--- config.mk ---
export PLATFORM = sky130hd
export DESIGN_NAME = lzcd_cmd_fifo
export DESIGN_NICKNAME = d
export VERILOG_FILES = /design/src/hdl/lzcd_pkg.sv /design/src/hdl/lzcd_cmd_fifo.sv
export SDC_FILE = /design/constraint.sdc
export NUM_CORES = 1
export LEC_CHECK = 0
export ABC_AREA = 1
export BUFFER_PORTS_ARGS = -buffer_cell sky130_fd_sc_hd__buf_2
export CORE_MARGIN = 5
export CORE_UTILIZATION = 47
export DETAILED_ROUTE_END_ITERATION = 12
export PLACE_DENSITY = 0.79
export SLEW_MARGIN = 20
export SYNTH_ARGS = -nofsm -noshare
export SYNTH_HDL_FRONTEND = slang
export SYNTH_SLANG_ARGS = --single-unit
--- constraint.sdc ---
create_clock -name clock -period 2 [get_ports clock]
set_input_delay 0.1 -clock clock [delete_from_list [all_inputs] [get_ports clock]]
set_output_delay 0.1 -clock clock [all_outputs]
set_load 0.005 [all_outputs]
--- src/hdl/lzcd_pkg.sv ---
// Shared types and constants for the LZ control-bit decompressor.
// Used by the front parser, the command queue, the back end and the top level.
`default_nettype none
package lzcd_pkg;

   localparam int unsigned DIST_W = 14;   // copy distance 1..8192
   localparam int unsigned LEN_W  = 9;    // copy length 1..256
   localparam int unsigned DATA_W = 64;   // packed result word
   localparam int unsigned CNT_W  = 4;    // byte count of one result

   // parser phase, one per control bit or data byte position
   typedef enum logic [3:0] {
      PH_CMD       = 4'd0,
      PH_KIND      = 4'd1,
      PH_SHORT_HI  = 4'd2,
      PH_SHORT_LO  = 4'd3,
      PH_LITERAL   = 4'd4,
      PH_SHORT_OFS = 4'd5,
      PH_LONG_LO   = 4'd6,
      PH_LONG_HI   = 4'd7,
      PH_LONG_LEN  = 4'd8
   } phase_type;

   typedef enum logic [1:0] {
      CMD_LIT  = 2'd0,
      CMD_COPY = 2'd1,
      CMD_END  = 2'd2
   } cmd_kind_type;

   // one decoded command handed from front to back
   typedef struct packed {
      cmd_kind_type         kind;
      logic [7:0]           lit;
      logic [DIST_W-1:0]    distance;
      logic [LEN_W-1:0]     len;
   } cmd_type;

   typedef enum logic [1:0] {
      B_IDLE  = 2'd0,
      B_READ  = 2'd1,
      B_WRITE = 2'd2,
      B_END   = 2'd3
   } back_state_type;

endpackage
`default_nettype wire

--- src/hdl/lzcd_cmd_fifo.sv ---
// Two-entry command queue between the front parser and the back end.
// Depends on lzcd_pkg.
`default_nettype none
module lzcd_cmd_fifo (
   input  wire logic              clock,
   input  wire logic              reset,
   input  wire logic              push,
   input  wire lzcd_pkg::cmd_type push_cmd,
   input  wire logic              pop,
   output lzcd_pkg::cmd_type      head,
   output logic                   full,
   output logic                   empty
);
   import lzcd_pkg::*;

   cmd_type     slot_ff [2];
   logic        wr_ff, wr_in, rd_ff, rd_in;
   logic [1:0]  cnt_ff, cnt_in;

   always_comb begin
      full  = (cnt_ff == 2'd2);
      empty = (cnt_ff == 2'd0);
      head  = slot_ff[rd_ff];
      wr_in = push ? !wr_ff : wr_ff;
      rd_in = pop ? !rd_ff : rd_ff;
      cnt_in = cnt_ff + {1'b0, push} - {1'b0, pop};
   end

   always_ff @(posedge clock) begin
      if (push) begin
         slot_ff[wr_ff] <= push_cmd;
      end
   end

   always_ff @(posedge clock) begin
      if (reset) begin
         wr_ff  <= 1'b0;
         rd_ff  <= 1'b0;
         cnt_ff <= 2'd0;
      end else begin
         wr_ff  <= wr_in;
         rd_ff  <= rd_in;
         cnt_ff <= cnt_in;
      end
   end

endmodule
`default_nettype wire

==> impl_metrics.py <==
metrics = {
    "power": {
        "power_mw": 3.24,
        "pwr-share-comb_pct": 13.3,
        "power.density_nw_per_um2": 865,
        "power.leakage_nw": 1.52,
        "internal-power_mw": 2.55,
        "ir_drop_v": 0.000420,
        "clkPwrFrac_pct": 32.6,
        "swShare_pct": 21.4,
        "p_switching_mw": 0.693,
        "power_frac_seq_pct": 54.1,
    },
    "logic_synthesis": {
        "ys_warn_count": 0,
        "yosysSeqAreaShare_pct": 75.4,
        "syn_nets": 173,
        "synth-xor-area-share_pct": 0.317,
        "synth_compound_area_share_pct": 0.181,
        "muxShareOfSynthArea_pct": 17.5,
        "synth_top_area_share_pct": 71.8,
        "avgSynthCellArea_um2": 20.6,
        "synthesis.area_um2": 2760,
        "yosysTopAreaCell": "edfxtp_1",
        "synth-seq-cells": 71,
        "synth.area.top_cells": "edfxtp_1 72%, mux2_4 16%, dfxtp_1 3.6%, buf_12 2.2%, mux2_2 1.2%",
        "yosys.area_share.simple_pct": 1.99,
        "synth_fa_ha_area_share_pct": 0.906,
        "synth_cell_types": 14,
        "synth_top_family_by_area": "multiplexers",
        "synth_cells": 134,
    },
    "grt": {
        "grt_pass1_vias": 1570,
        "grt_start_max_net_pins": 31,
        "overflow": 0,
        "grt_pass1_wl_um": 7560,
        "grt_use_met2_pct": 24.6,
        "antenna_found_initial": 0,
        "use_met1_pct": 15.3,
        "met3_usage_pct": 3.71,
        "track_usage_pct": 13.9,
        "busiest_layer": "met2",
    },
    "clock_tree": {
        "insertion_delay_ns": 0.32,
        "cts_sinks": 71,
        "cts_setup_buffers": 0,
        "cts_resized": 0,
        "cts_tree": "built",
        "clk_path_buf_depth": 2,
        "cts_root_buf": "clkbuf_8",
        "cts-htree-levels": 3,
        "clkTransAtPathRegs_ns": 0.07,
        "numCtsBuffers": 9,
    },
    "critical_path": {
        "end_kind": "output port",
        "rrSetupSlack_ns": 0.78,
        "crit_slowest_cell": "dfxtp_2",
        "cp_data_required_time_ns": 1.90,
        "crit_family": "flip-flops",
        "worstPathMaxFanout": 12,
        "crit_path_max_incr_delay_ns": 0.50,
        "worstSetupStartpointType": "register",
        "critical_path_arrival_ns": 1.60,
        "crit_chain": "buf_4 -> mux2_4 -> buf_2",
        "path_class": "register to output port",
        "path_buf_inv": 2,
    },
    "drt": {
        "via_per_inst": 4.56,
        "first_pass_iters": 4,
        "drcViolationCount": 0,
        "postRouteAntennaNets": 0,
        "wl_per_cell_um": 14.7,
        "vias": 1506,
        "drt_iter0_markers": 55,
        "route.final.wire_length_um": 4860,
    },
    "floorplanning": {
        "core_area_um2": 5820,
        "die_y_um": 86.7,
        "die_w_um": 86.7,
        "num_rows": 28,
        "start_util_pct": 47.5,
        "dieArea_um2": 7510,
        "top_level_ports": 72,
    },
    "sta": {
        "fin_crit_ns": 1.70,
        "slew_headroom_pct": 75.5,
        "setup_slack_ns": 0.302,
        "fin_setup_tns_ns": 0,
        "worst_pin_slew_ns": 0.367,
        "setup_violations": 0,
        "fmax_mhz": 589,
        "fin_skew_ns": 0.00360,
        "rsz0062_at_grt": "no",
        "finalMaxSlewViolations": 0,
        "fin_hold_ws_ns": 0.0615,
        "finalHoldViolations": 0,
        "min_period_over_period_pct": 84.9,
    },
    "finish": {
        "drive_above_1_share_pct": 48.6,
        "diodes": 0,
        "fin_nets": 289,
        "fillerInstances": 435,
        "finalInstanceArea_um2": 3740,
        "area_growth_pct": 35.6,
        "final_util_pct": 64.4,
        "final_cells": 330,
    },
    "placed_design": {
        "dpl_cell_area_um2": 3220,
        "place_congestion": 0.688,
        "place_ws_ns": 0.645,
        "portBuffers": 71,
        "dpl.hpwl_um": 3320,
        "placed_cells": 280,
    },
    "flow_run": {
        "drv_cap": 0,
    },
    "min_path": {
        "min_path_type": "primary input to register",
    },
    "status": {
        "status": "complete, no violations",
    },
}
==> layout make-up <==
type	count	area [um^2]	area share, %
clock inverters	6	61.3	1.64
flip-flops and latches	71	2080	55.6
repair buffers	109	763	20.4
inverters	8	30.0	0.802
clock buffers	10	128	3.41
multi-input cells	51	586	15.6
well taps	75	93.8	2.51
==> cell usage in the layout, fill, tap and decap left out, types with 2 or more instances in the layout <==
master	Yosys	routed
nor2_1	8	7
clkinvlp_4	0	3
edfxtp_1	66	66
mux2_4	30	30
mux2_2	3	3
dfxtp_1	5	4
ha_1	2	2
dlygate4sd3_1	0	34
buf_2	0	71
buf_12	3	3
clkbuf_8	0	9
inv_1	8	8
nand2_1	4	4
==> path summary, 6_finish.rpt <==
| check | startpoint | to | cells past startpoint |
|---|---|---|---|
| worst max-delay path | register | head[7] | 3 |
| worst min register to register | rd_ff | rd_ff | 2 |
| worst max register to register | wr_ff | slot_ff[1][28] | 3 |
| worst min-delay path | pop | rd_ff | 3 |
==> layer usage <==
layer	up-vias	wire, um
li1	735	-
met1	715	1850
met2	47	2660
met3	9	261
met4	0	91
met5	-	0
==> synthesized netlist by cell type <==
master and number:
edfxtp_1 66, mux2_4 30, inv_1 8, nor2_1 8
dfxtp_1 5, nand2_1 4, buf_12 3, mux2_2 3
ha_1 2, a21oi_1 1, buf_6 1, nand3_1 1
nor3_1 1, xnor2_1 1
==> sequential cells by signal (all words and copies together) (netlist names), named ones only <==
name / flops
rd_ff: 1
slot_ff: 66
wr_ff: 1
cnt_ff: 2
==> tightest hold or removal path: stages <==
cell	delay (ns)
buf_2	0.10
xnor2_1	0.08
nor2_1	0.08
==> repair_timing <==
action / CTS / global route
endpoints found under the setup margin: 0 / 0
hold buffers: 34 / 0
endpoints found under the hold margin: 70 / 0
==> kinds of logic (layout without fill, tap and decap cells) <==
kind of cell	after synthesis	after routing
buf+inv	12	133
xor+xnor	1	1
flops	71	71
mux	33	33
fa+ha+maj	2	2
simple gates	14	14
compound gates	1	1
==> power groups by stage <==
stage / Combinational (mW) / Sequential (mW) / Clock (mW)
3_5_place_dp: 0.388 / 1.78 / 0
4_1_cts: 0.440 / 1.75 / 1.09
5_1_grt: 0.472 / 1.76 / 1.17
2_1_floorplan: 0.250 / 1.77 / 0
6_report: 0.431 / 1.75 / 1.06
3_3_place_gp: 0.379 / 1.78 / 0
(Power assumes the default switching activity.)
