[config.mk]
export PLATFORM = sky130hd
export DESIGN_NAME = lzcd_front
export DESIGN_NICKNAME = d
export VERILOG_FILES = /design/src/hdl/lzcd_pkg.sv /design/src/hdl/lzcd_front.sv
export SDC_FILE = /design/constraint.sdc
export NUM_CORES = 1
export LEC_CHECK = 0
export BUFFER_PORTS_ARGS = -buffer_cell sky130_fd_sc_hd__buf_2
export CORE_MARGIN = 1.5
export CORE_UTILIZATION = 53
export CTS_BUF_LIST = sky130_fd_sc_hd__clkbuf_2 sky130_fd_sc_hd__clkbuf_4 sky130_fd_sc_hd__clkbuf_8
export DETAILED_ROUTE_END_ITERATION = 6
export GPL_TIMING_DRIVEN = 0
export PLACE_DENSITY = 0.83
export RECOVER_POWER = 25
export SLEW_MARGIN = 10
export SYNTH_ARGS = -nofsm -noshare
export SYNTH_HDL_FRONTEND = slang
export SYNTH_SLANG_ARGS = --single-unit
[constraint.sdc]
create_clock -name clock -period 2.26 [get_ports clock]
set_input_delay 0.339 -clock clock [delete_from_list [all_inputs] [get_ports clock]]
set_output_delay 0.339 -clock clock [all_outputs]
set_load 0.01 [all_outputs]
[src/hdl/lzcd_pkg.sv]
// Shared types and constants for the LZ control-bit decompressor.
// Used by the front parser, the command queue, the back end and the top level.
`default_nettype none
package lzcd_pkg;

   localparam int unsigned DIST_W = 14;   // copy distance 1..8192
   localparam int unsigned LEN_W  = 9;    // copy length 1..256
   localparam int unsigned DATA_W = 64;   // packed result word
   localparam int unsigned CNT_W  = 4;    // byte count of one result

   // parser phase, one per control bit or data byte position
   typedef enum logic [3:0] {
      PH_CMD       = 4'd0,
      PH_KIND      = 4'd1,
      PH_SHORT_HI  = 4'd2,
      PH_SHORT_LO  = 4'd3,
      PH_LITERAL   = 4'd4,
      PH_SHORT_OFS = 4'd5,
      PH_LONG_LO   = 4'd6,
      PH_LONG_HI   = 4'd7,
      PH_LONG_LEN  = 4'd8
   } phase_type;

   typedef enum logic [1:0] {
      CMD_LIT  = 2'd0,
      CMD_COPY = 2'd1,
      CMD_END  = 2'd2
   } cmd_kind_type;

   // one decoded command handed from front to back
   typedef struct packed {
      cmd_kind_type         kind;
      logic [7:0]           lit;
      logic [DIST_W-1:0]    distance;
      logic [LEN_W-1:0]     len;
   } cmd_type;

   typedef enum logic [1:0] {
      B_IDLE  = 2'd0,
      B_READ  = 2'd1,
      B_WRITE = 2'd2,
      B_END   = 2'd3
   } back_state_type;

endpackage
`default_nettype wire

[src/hdl/lzcd_front.sv]
// Front parser: consumes compressed bytes, walks the control bits and emits commands.
// Depends on lzcd_pkg.
`default_nettype none
module lzcd_front (
   input  wire logic             clock,
   input  wire logic             reset,
   input  wire logic             req_valid,
   output logic                  req_stall,
   input  wire logic [7:0]       req_in_byte,
   input  wire logic             q_full,
   output logic                  q_push,
   output lzcd_pkg::cmd_type     q_cmd
);
   import lzcd_pkg::*;

   phase_type         phase_ff, phase_in;
   logic [7:0]        ctl_ff, ctl_in;
   logic [3:0]        bits_ff, bits_in;
   logic [1:0]        slen_ff, slen_in;
   logic [7:0]        lo_ff, lo_in;
   logic [DIST_W-1:0] dist_ff, dist_in;
   logic              bit_phase, byte_phase, take;
   logic [15:0]       word;

   always_comb begin
      bit_phase  = (phase_ff == PH_CMD) || (phase_ff == PH_KIND) ||
                   (phase_ff == PH_SHORT_HI) || (phase_ff == PH_SHORT_LO);
      byte_phase = !bit_phase || (bits_ff == 4'd0);
      req_stall  = !byte_phase || q_full;
      take       = req_valid && !req_stall;
      word       = {req_in_byte, lo_ff};
   end

   // next parse state and command formation
   always_comb begin
      phase_in = phase_ff;
      ctl_in   = ctl_ff;
      bits_in  = bits_ff;
      slen_in  = slen_ff;
      lo_in    = lo_ff;
      dist_in  = dist_ff;
      q_push   = 1'b0;
      q_cmd    = '{kind: CMD_LIT, lit: req_in_byte, distance: dist_ff, len: LEN_W'(1)};
      if (bit_phase && bits_ff != 4'd0) begin
         ctl_in  = {1'b0, ctl_ff[7:1]};
         bits_in = bits_ff - 4'd1;
         case (phase_ff)
            PH_CMD:      phase_in = ctl_ff[0] ? PH_LITERAL : PH_KIND;
            PH_KIND:     phase_in = ctl_ff[0] ? PH_LONG_LO : PH_SHORT_HI;
            PH_SHORT_HI: begin
               slen_in  = {ctl_ff[0], 1'b0};
               phase_in = PH_SHORT_LO;
            end
            default: begin
               slen_in  = {slen_ff[1], ctl_ff[0]};
               phase_in = PH_SHORT_OFS;
            end
         endcase
      end else if (take) begin
         case (phase_ff)
            PH_LITERAL: begin
               q_push   = 1'b1;
               phase_in = PH_CMD;
            end
            PH_SHORT_OFS: begin
               q_push         = 1'b1;
               q_cmd.kind     = CMD_COPY;
               q_cmd.distance = DIST_W'(9'd256 - {1'b0, req_in_byte});
               q_cmd.len      = LEN_W'({1'b0, slen_ff} + 3'd2);
               phase_in       = PH_CMD;
            end
            PH_LONG_LO: begin
               lo_in    = req_in_byte;
               phase_in = PH_LONG_HI;
            end
            PH_LONG_HI: begin
               if (word == 16'd0) begin
                  q_push     = 1'b1;
                  q_cmd.kind = CMD_END;
                  ctl_in     = 8'd0;
                  bits_in    = 4'd0;
                  phase_in   = PH_CMD;
               end else begin
                  dist_in = DIST_W'(14'd8192 - {1'b0, word[15:3]});
                  if (lo_ff[2:0] != 3'd0) begin
                     q_push         = 1'b1;
                     q_cmd.kind     = CMD_COPY;
                     q_cmd.distance = dist_in;
                     q_cmd.len      = LEN_W'({1'b0, lo_ff[2:0]} + 4'd2);
                     phase_in       = PH_CMD;
                  end else begin
                     phase_in = PH_LONG_LEN;
                  end
               end
            end
            PH_LONG_LEN: begin
               q_push     = 1'b1;
               q_cmd.kind = CMD_COPY;
               q_cmd.len  = LEN_W'({1'b0, req_in_byte} + 9'd1);
               phase_in   = PH_CMD;
            end
            default: begin
               // bit phase with no bits left: this is a control byte
               ctl_in  = req_in_byte;
               bits_in = 4'd8;
            end
         endcase
      end
   end

   always_ff @(posedge clock) begin
      if (reset) begin
         phase_ff <= PH_CMD;
         ctl_ff   <= 8'd0;
         bits_ff  <= 4'd0;
         slen_ff  <= 2'd0;
         lo_ff    <= 8'd0;
         dist_ff  <= '0;
      end else begin
         phase_ff <= phase_in;
         ctl_ff   <= ctl_in;
         bits_ff  <= bits_in;
         slen_ff  <= slen_in;
         lo_ff    <= lo_in;
         dist_ff  <= dist_in;
      end
   end

endmodule
`default_nettype wire

==> flow_metrics.tcl, run 1 <==
set metrics [dict create \
    yosysWarnings 0 \
    ios 47 \
    path_common_cell "buf_4" \
    clkLatencyLatePin_ps 320 \
    fin_skew_ps 20.1 \
    drc 0 \
    setup.worst_path.class "register to output pin" \
    required_ps 1920 \
    placementRows 26 \
    grt_max_degree 13 \
    port-buffer-count 42 \
    ys_seq_area_frac 0.286 \
    synth_edf_count 0 \
    antenna_found_initial 0 \
    maxCapViolCount 0 \
    cts_tree "built" \
    critPathBufInv 3 \
    wl_per_cell_um 21.2 \
    area_growth_pct 43.1 \
    synth_commonest_cells "47 x nor2_1, 40 x dfxtp_1, 29 x nand2_1" \
    cpMaxStageDelayCell "or4_4" \
    hpwl_um 5570 \
    worst_pin_slew_ps 746 \
    synthArstFlopShare 0 \
    syn-num-nets 378 \
    fin_crit_sh 1.20 \
    vias 3486 \
    cts_root_buffer "clkbuf_8" \
    ant_nets 0 \
    critPathTopFamily "simple AND/OR/NAND/NOR gates" \
    synth-seq-cells 40 \
    hold_path.class "input pin to register" \
    violations "setup timing" \
    n_antenna_cell 0 \
    powerDensity_nw_per_um2 837 \
    start_util 0.548 \
    crit_path_start_kind "register" \
    hold_buffers 0 \
    yosysTopAreaCellShare 0.286 \
    relSlewSlack 0.501 \
    slowest_delay_ps 590 \
    post-route-util 0.784 \
    synth_cell_type_count 54 \
    synth_area_um2 2800 \
    endpoint_kind "output pin" \
    setup_viol 36 \
    rsz0062_at_grt "yes" \
    fin_nets 464 \
    fin_crit_ps 2710 \
    place_congestion 0.930 \
    arrival_ps 2370 \
    cts_buffers 5 \
    pre_cts_ws_ps -672 \
    fin_tns_setup_ps -5100 \
    synth-main-ff-cell "dfxtp_1" \
    drt_pass1_iterations 5 \
    clk_path_buf_depth 2 \
    synth.largest_area_cell "dfxtp_1" \
    grt_pass1_vias 2699 \
    grt_pass1_wl_um 13300 \
    p_leak_nw 1.52 \
    die_y_um 75.7 \
    die-area_um2 5720 \
    grt_usage 0.310 \
    wl_um 11000 \
    fmax_mhz 369 \
    total_power_mw 3.35 \
    outcome "complete, but fails checks" \
    grt.overflow.total 0 \
    cts_max_level 2 \
    ir_drop_mv 0.490 \
    cts.sinks 40 \
    path_clk_slew_ps 80 \
    die_x_um 75.7 \
    layout-drive-gt1-share 0.396 \
    netlist_instances 360 \
    timing.final.max_slew_violations 0 \
    routed_via_density 6.74 \
    hold_viol 0 \
    critical_path.max_fanout 4 \
    avgSynthCellArea_um2 7.77 \
    worstPathCellList "or4_4 > buf_4 > buf_4 > nor3b_4 > xnor2_1 > a221o_1 > buf_2" \
    setup_slack_ps -452 \
    drt-initial-drc-count 581 \
    core-area_um2 5110 \
    yosysMostFrequentCell "nor2_1" \
    synth_area_leaders "dfxtp_1 29%, nor2_1 6.3%, mux2i_1 5.7%" \
]
metal layers:
layer,part of all wire,global-route usage,up-vias
met4,0.051,0.113,0
met1,0.37,0.426,1621
met3,0.13,0.0542,70
met5,0,0,-
li1,-,-,1463
met2,0.46,0.489,332
cell families after synthesis:
family | count (synthesis) | synth area share
flip-flops | 40 | 0.286
AO/OA/AOI/OAI | 90 | 0.228
AND/OR/NAND/NOR | 142 | 0.257
buffers and inverters | 43 | 0.0729
adder cells (fa/ha/maj) | 6 | 0.0268
XOR/XNOR | 23 | 0.0720
multiplexers | 16 | 0.0572
worst reg2reg max path, stage by stage (launching register included):
cell and delay (ps):
dfxtp_2 340, inv_2 90, ha_4 130, nor3b_4 320, buf_4 180, buf_4 100
a21oi_1 140, a211o_1 440, o21ai_4 300, a211oi_2 110
cell usage in the layout, fill, tap and decap left out, drive strengths merged, types with 3 or more instances in the layout:
cell    count
or3         5
or2         4
buf        91
nand3      18
dfxtp      40
ha          6
nor4b       4
nor2       47
mux2i      16
inv         9
nand2b      4
nor4        4
nor3       13
xnor2       9
a21oi      22
o22ai       8
xor2       14
o21ai      11
and3        3
nand2      29
clkbuf     28
a22o        5
or4         3
a22oi      10
a211oi     19
final cells by class:
cell class	instances	area (um2)
buffer	29	166
fill	302	1100
clock inverter	1	30.0
inverter	9	38.8
tap	70	87.6
sequential	40	816
multi-input combinational	278	2190
clock buffer	7	96.3
timing repair buffer	83	574
stage by stage:
stage	hold slack (ps)	area (um2)	std cells
5_1_grt	387	4000	517
4_1_cts	384	3570	493
2_1_floorplan	450	2800	360
3_5_place_dp	469	3100	472
3_3_place_gp	464	3100	472
6_report	396	4000	517
flip-flops by register name, indices dropped and copies added (netlist names):
register,cells
dist_ff,14
ctl_ff,8
lo_ff,8
bits_ff,4
phase_ff,4
slen_ff,2
worst paths after layout:
| kind | slack [ps] | depth (start not counted) | end | from |
|---|---|---|---|---|
| max | -450 | 7 | q_cmd[16] | lo_ff[3] |
| min | 400 | 3 | lo_ff[1] | req_in_byte[1] |
| max reg2reg | -40 | 9 | ctl_ff[3] | bits_ff[0] |
| min reg2reg | 510 | 2 | dist_ff[12] | dist_ff[12] |
repair_timing:
action	4_1_cts	5_1_grt
setup endpoints to repair	52	45
hold endpoints to repair	0	0
gates cloned	0	2
buffers inserted	16	24
pin swaps	21	34
gates resized for setup	59	54
power breakdown:
group | total [mW] | switching, mW | internal (mW)
Clock | 0.682 | 0.291 | 0.391
Combinational | 1.75 | 1.08 | 0.674
Sequential | 0.920 | 0.109 | 0.811
Total | 3.35 | 1.48 | 1.88
(Power assumes the default switching activity.)
==> run 2, diff against run 1 <==
- MAX_ROUTING_LAYER: unset -> met4
==> run 2 against run 1 <==
  * The flow still finishes with violations (setup timing)
  * First-iteration DRC count is 11% higher
  * Wire length up 0.66%
  * Via count up 0.23%
  * Non-clock buffer count grew 4
  * Die area is the same
  * Combinational power is 5% lower
==> flow_metrics.tcl, run 2 (same netlist as run 1, synthesis figures left out) <==
set metrics [dict create \
    drc 0 \
    seqPwrFrac 0.282 \
    wl_per_cell_um 21.2 \
    wl_um 11000 \
    grt_pass1_wl_um 13400 \
    largest_reg_flops 14 \
    ant_nets 0 \
    hold_ws_ps 391 \
    grt_usage 0.321 \
    p_leak_nw 1.54 \
    timing.final.max_slew_violations 0 \
    cts.sinks 40 \
    pwr-share-clk 0.208 \
    setup_slack_ps -473 \
    arrival_ps 2390 \
    fin_tns_setup_ps -5390 \
    pre_cts_ws_ps -672 \
    worst_pin_slew_ps 724 \
    antenna_found_initial 0 \
    maxCapViolCount 0 \
    reg_top3 "dist_ff x14, ctl_ff x8, lo_ff x8" \
    setup.worst_path.class "register to output pin" \
    port-buffer-count 42 \
    area_growth_pct 43.2 \
    die_y_um 75.7 \
    clk_path_buf_depth 2 \
    drt_pass1_iterations 6 \
    p_int_mw 1.85 \
    fin_nets 468 \
    core-area_um2 5110 \
    layout_common_cells "45 x buf_4, 43 x nor2_1, 36 x buf_2" \
    vias 3494 \
    relSlewSlack 0.516 \
    ir_drop_mv 0.439 \
    grt.overflow.total 0 \
    path_clk_slew_ps 80 \
    die_x_um 75.7 \
    cts_max_level 2 \
    place_congestion 0.947 \
    cts_root_buffer "clkbuf_8" \
    hpwl_um 5570 \
    rsz0062_at_grt "yes" \
    layout-drive-gt1-share 0.388 \
    p_sw_frac 0.434 \
    final_common_cell "buf_4" \
    fin_crit_ps 2730 \
    fillCellCount 311 \
    ios 47 \
    hold_viol 0 \
    hold_path.class "input pin to register" \
    n_antenna_cell 0 \
    grt_pass1_vias 2690 \
    fin_skew_ps 19.3 \
    routed_via_density 6.71 \
    setup_viol 25 \
    endpoint_kind "output pin" \
    powerDensity_nw_per_um2 814 \
    fin_crit_sh 1.21 \
    p_switching_mw 1.41 \
    drt-initial-drc-count 644 \
    combPwrFrac 0.510 \
    hold_buffers 0 \
    grt_max_degree 13 \
    placementRows 26 \
    cts_buffers 5 \
    crit_path_start_kind "register" \
    critical_path.max_fanout 4 \
    required_ps 1920 \
    violations "setup timing" \
    fmax_mhz 366 \
    clkLatencyLatePin_ps 320 \
    outcome "complete, but fails checks" \
    die-area_um2 5720 \
    largest_register "dist_ff" \
    start_util 0.548 \
    cts_tree "built" \
]
[run 2: critical path: stages (launching register included)]
cell	delay (ps)
dfxtp_4	370
or4_4	590
buf_4	180
buf_4	150
nor3b_4	210
xnor2_1	110
a221o_1	320
buf_2	140
[run 2: cell type report]
cell class / instances / area, um2 / share of cell area
buffer: 29 / 166 / 0.0415
clock buffer: 7 / 96.3 / 0.0240
clock inverter: 1 / 30.0 / 0.00750
inverter: 9 / 38.8 / 0.00968
multi-input combinational: 278 / 2170 / 0.541
sequential: 40 / 815 / 0.203
tap: 70 / 87.6 / 0.0219
timing repair buffer: 87 / 604 / 0.151
[run 2: power by group through the flow]
| stage | combinational (mW) | clock [mW] | sequential, mW |
|---|---|---|---|
| global placement | 1.16 | 0 | 0.887 |
| global route | 1.77 | 0.698 | 0.927 |
| CTS | 1.36 | 0.658 | 0.888 |
| floorplan | 0.931 | 0 | 0.872 |
| finish | 1.66 | 0.677 | 0.919 |
| detailed placement | 1.21 | 0 | 0.891 |
[run 2: worst paths after layout]
path             startpoint    endpoint  slack, ps  cells past startpoint
max                lo_ff[3]   q_cmd[16]       -470                      7
max reg2reg      bits_ff[0]   ctl_ff[1]       -120                      9
min          req_in_byte[1]    lo_ff[1]        390                      3
min reg2reg      slen_ff[0]  slen_ff[0]        490                      2
[run 2: metal layers]
metal,vias to the layer above,track usage,part of all wire
met3,92,0.0529,0.12
met5,-,-,0
met4,0,0.113,0.059
li1,1477,-,-
met2,314,0.489,0.45
met1,1611,0.429,0.37
[run 2: repair_timing]
item                       in CTS  in global routing
buffers inserted               16                 28
resized for setup              59                 49
setup endpoints to repair      52                 45
gates cloned                    0                  2
pin swaps                      21                 32
hold endpoints to repair        0                  0
[run 2: metrics by stage]
step           cell area, um2  total power, mW   util  std cells
3_3_place_gp             3100             2.05  0.607        472
6_report                 4010             3.26  0.784        521
5_1_grt                  4010             3.39  0.784        521
2_1_floorplan            2800             1.80      -        360
3_5_place_dp             3100             2.10  0.607        472
4_1_cts                  3570             2.90  0.699        493
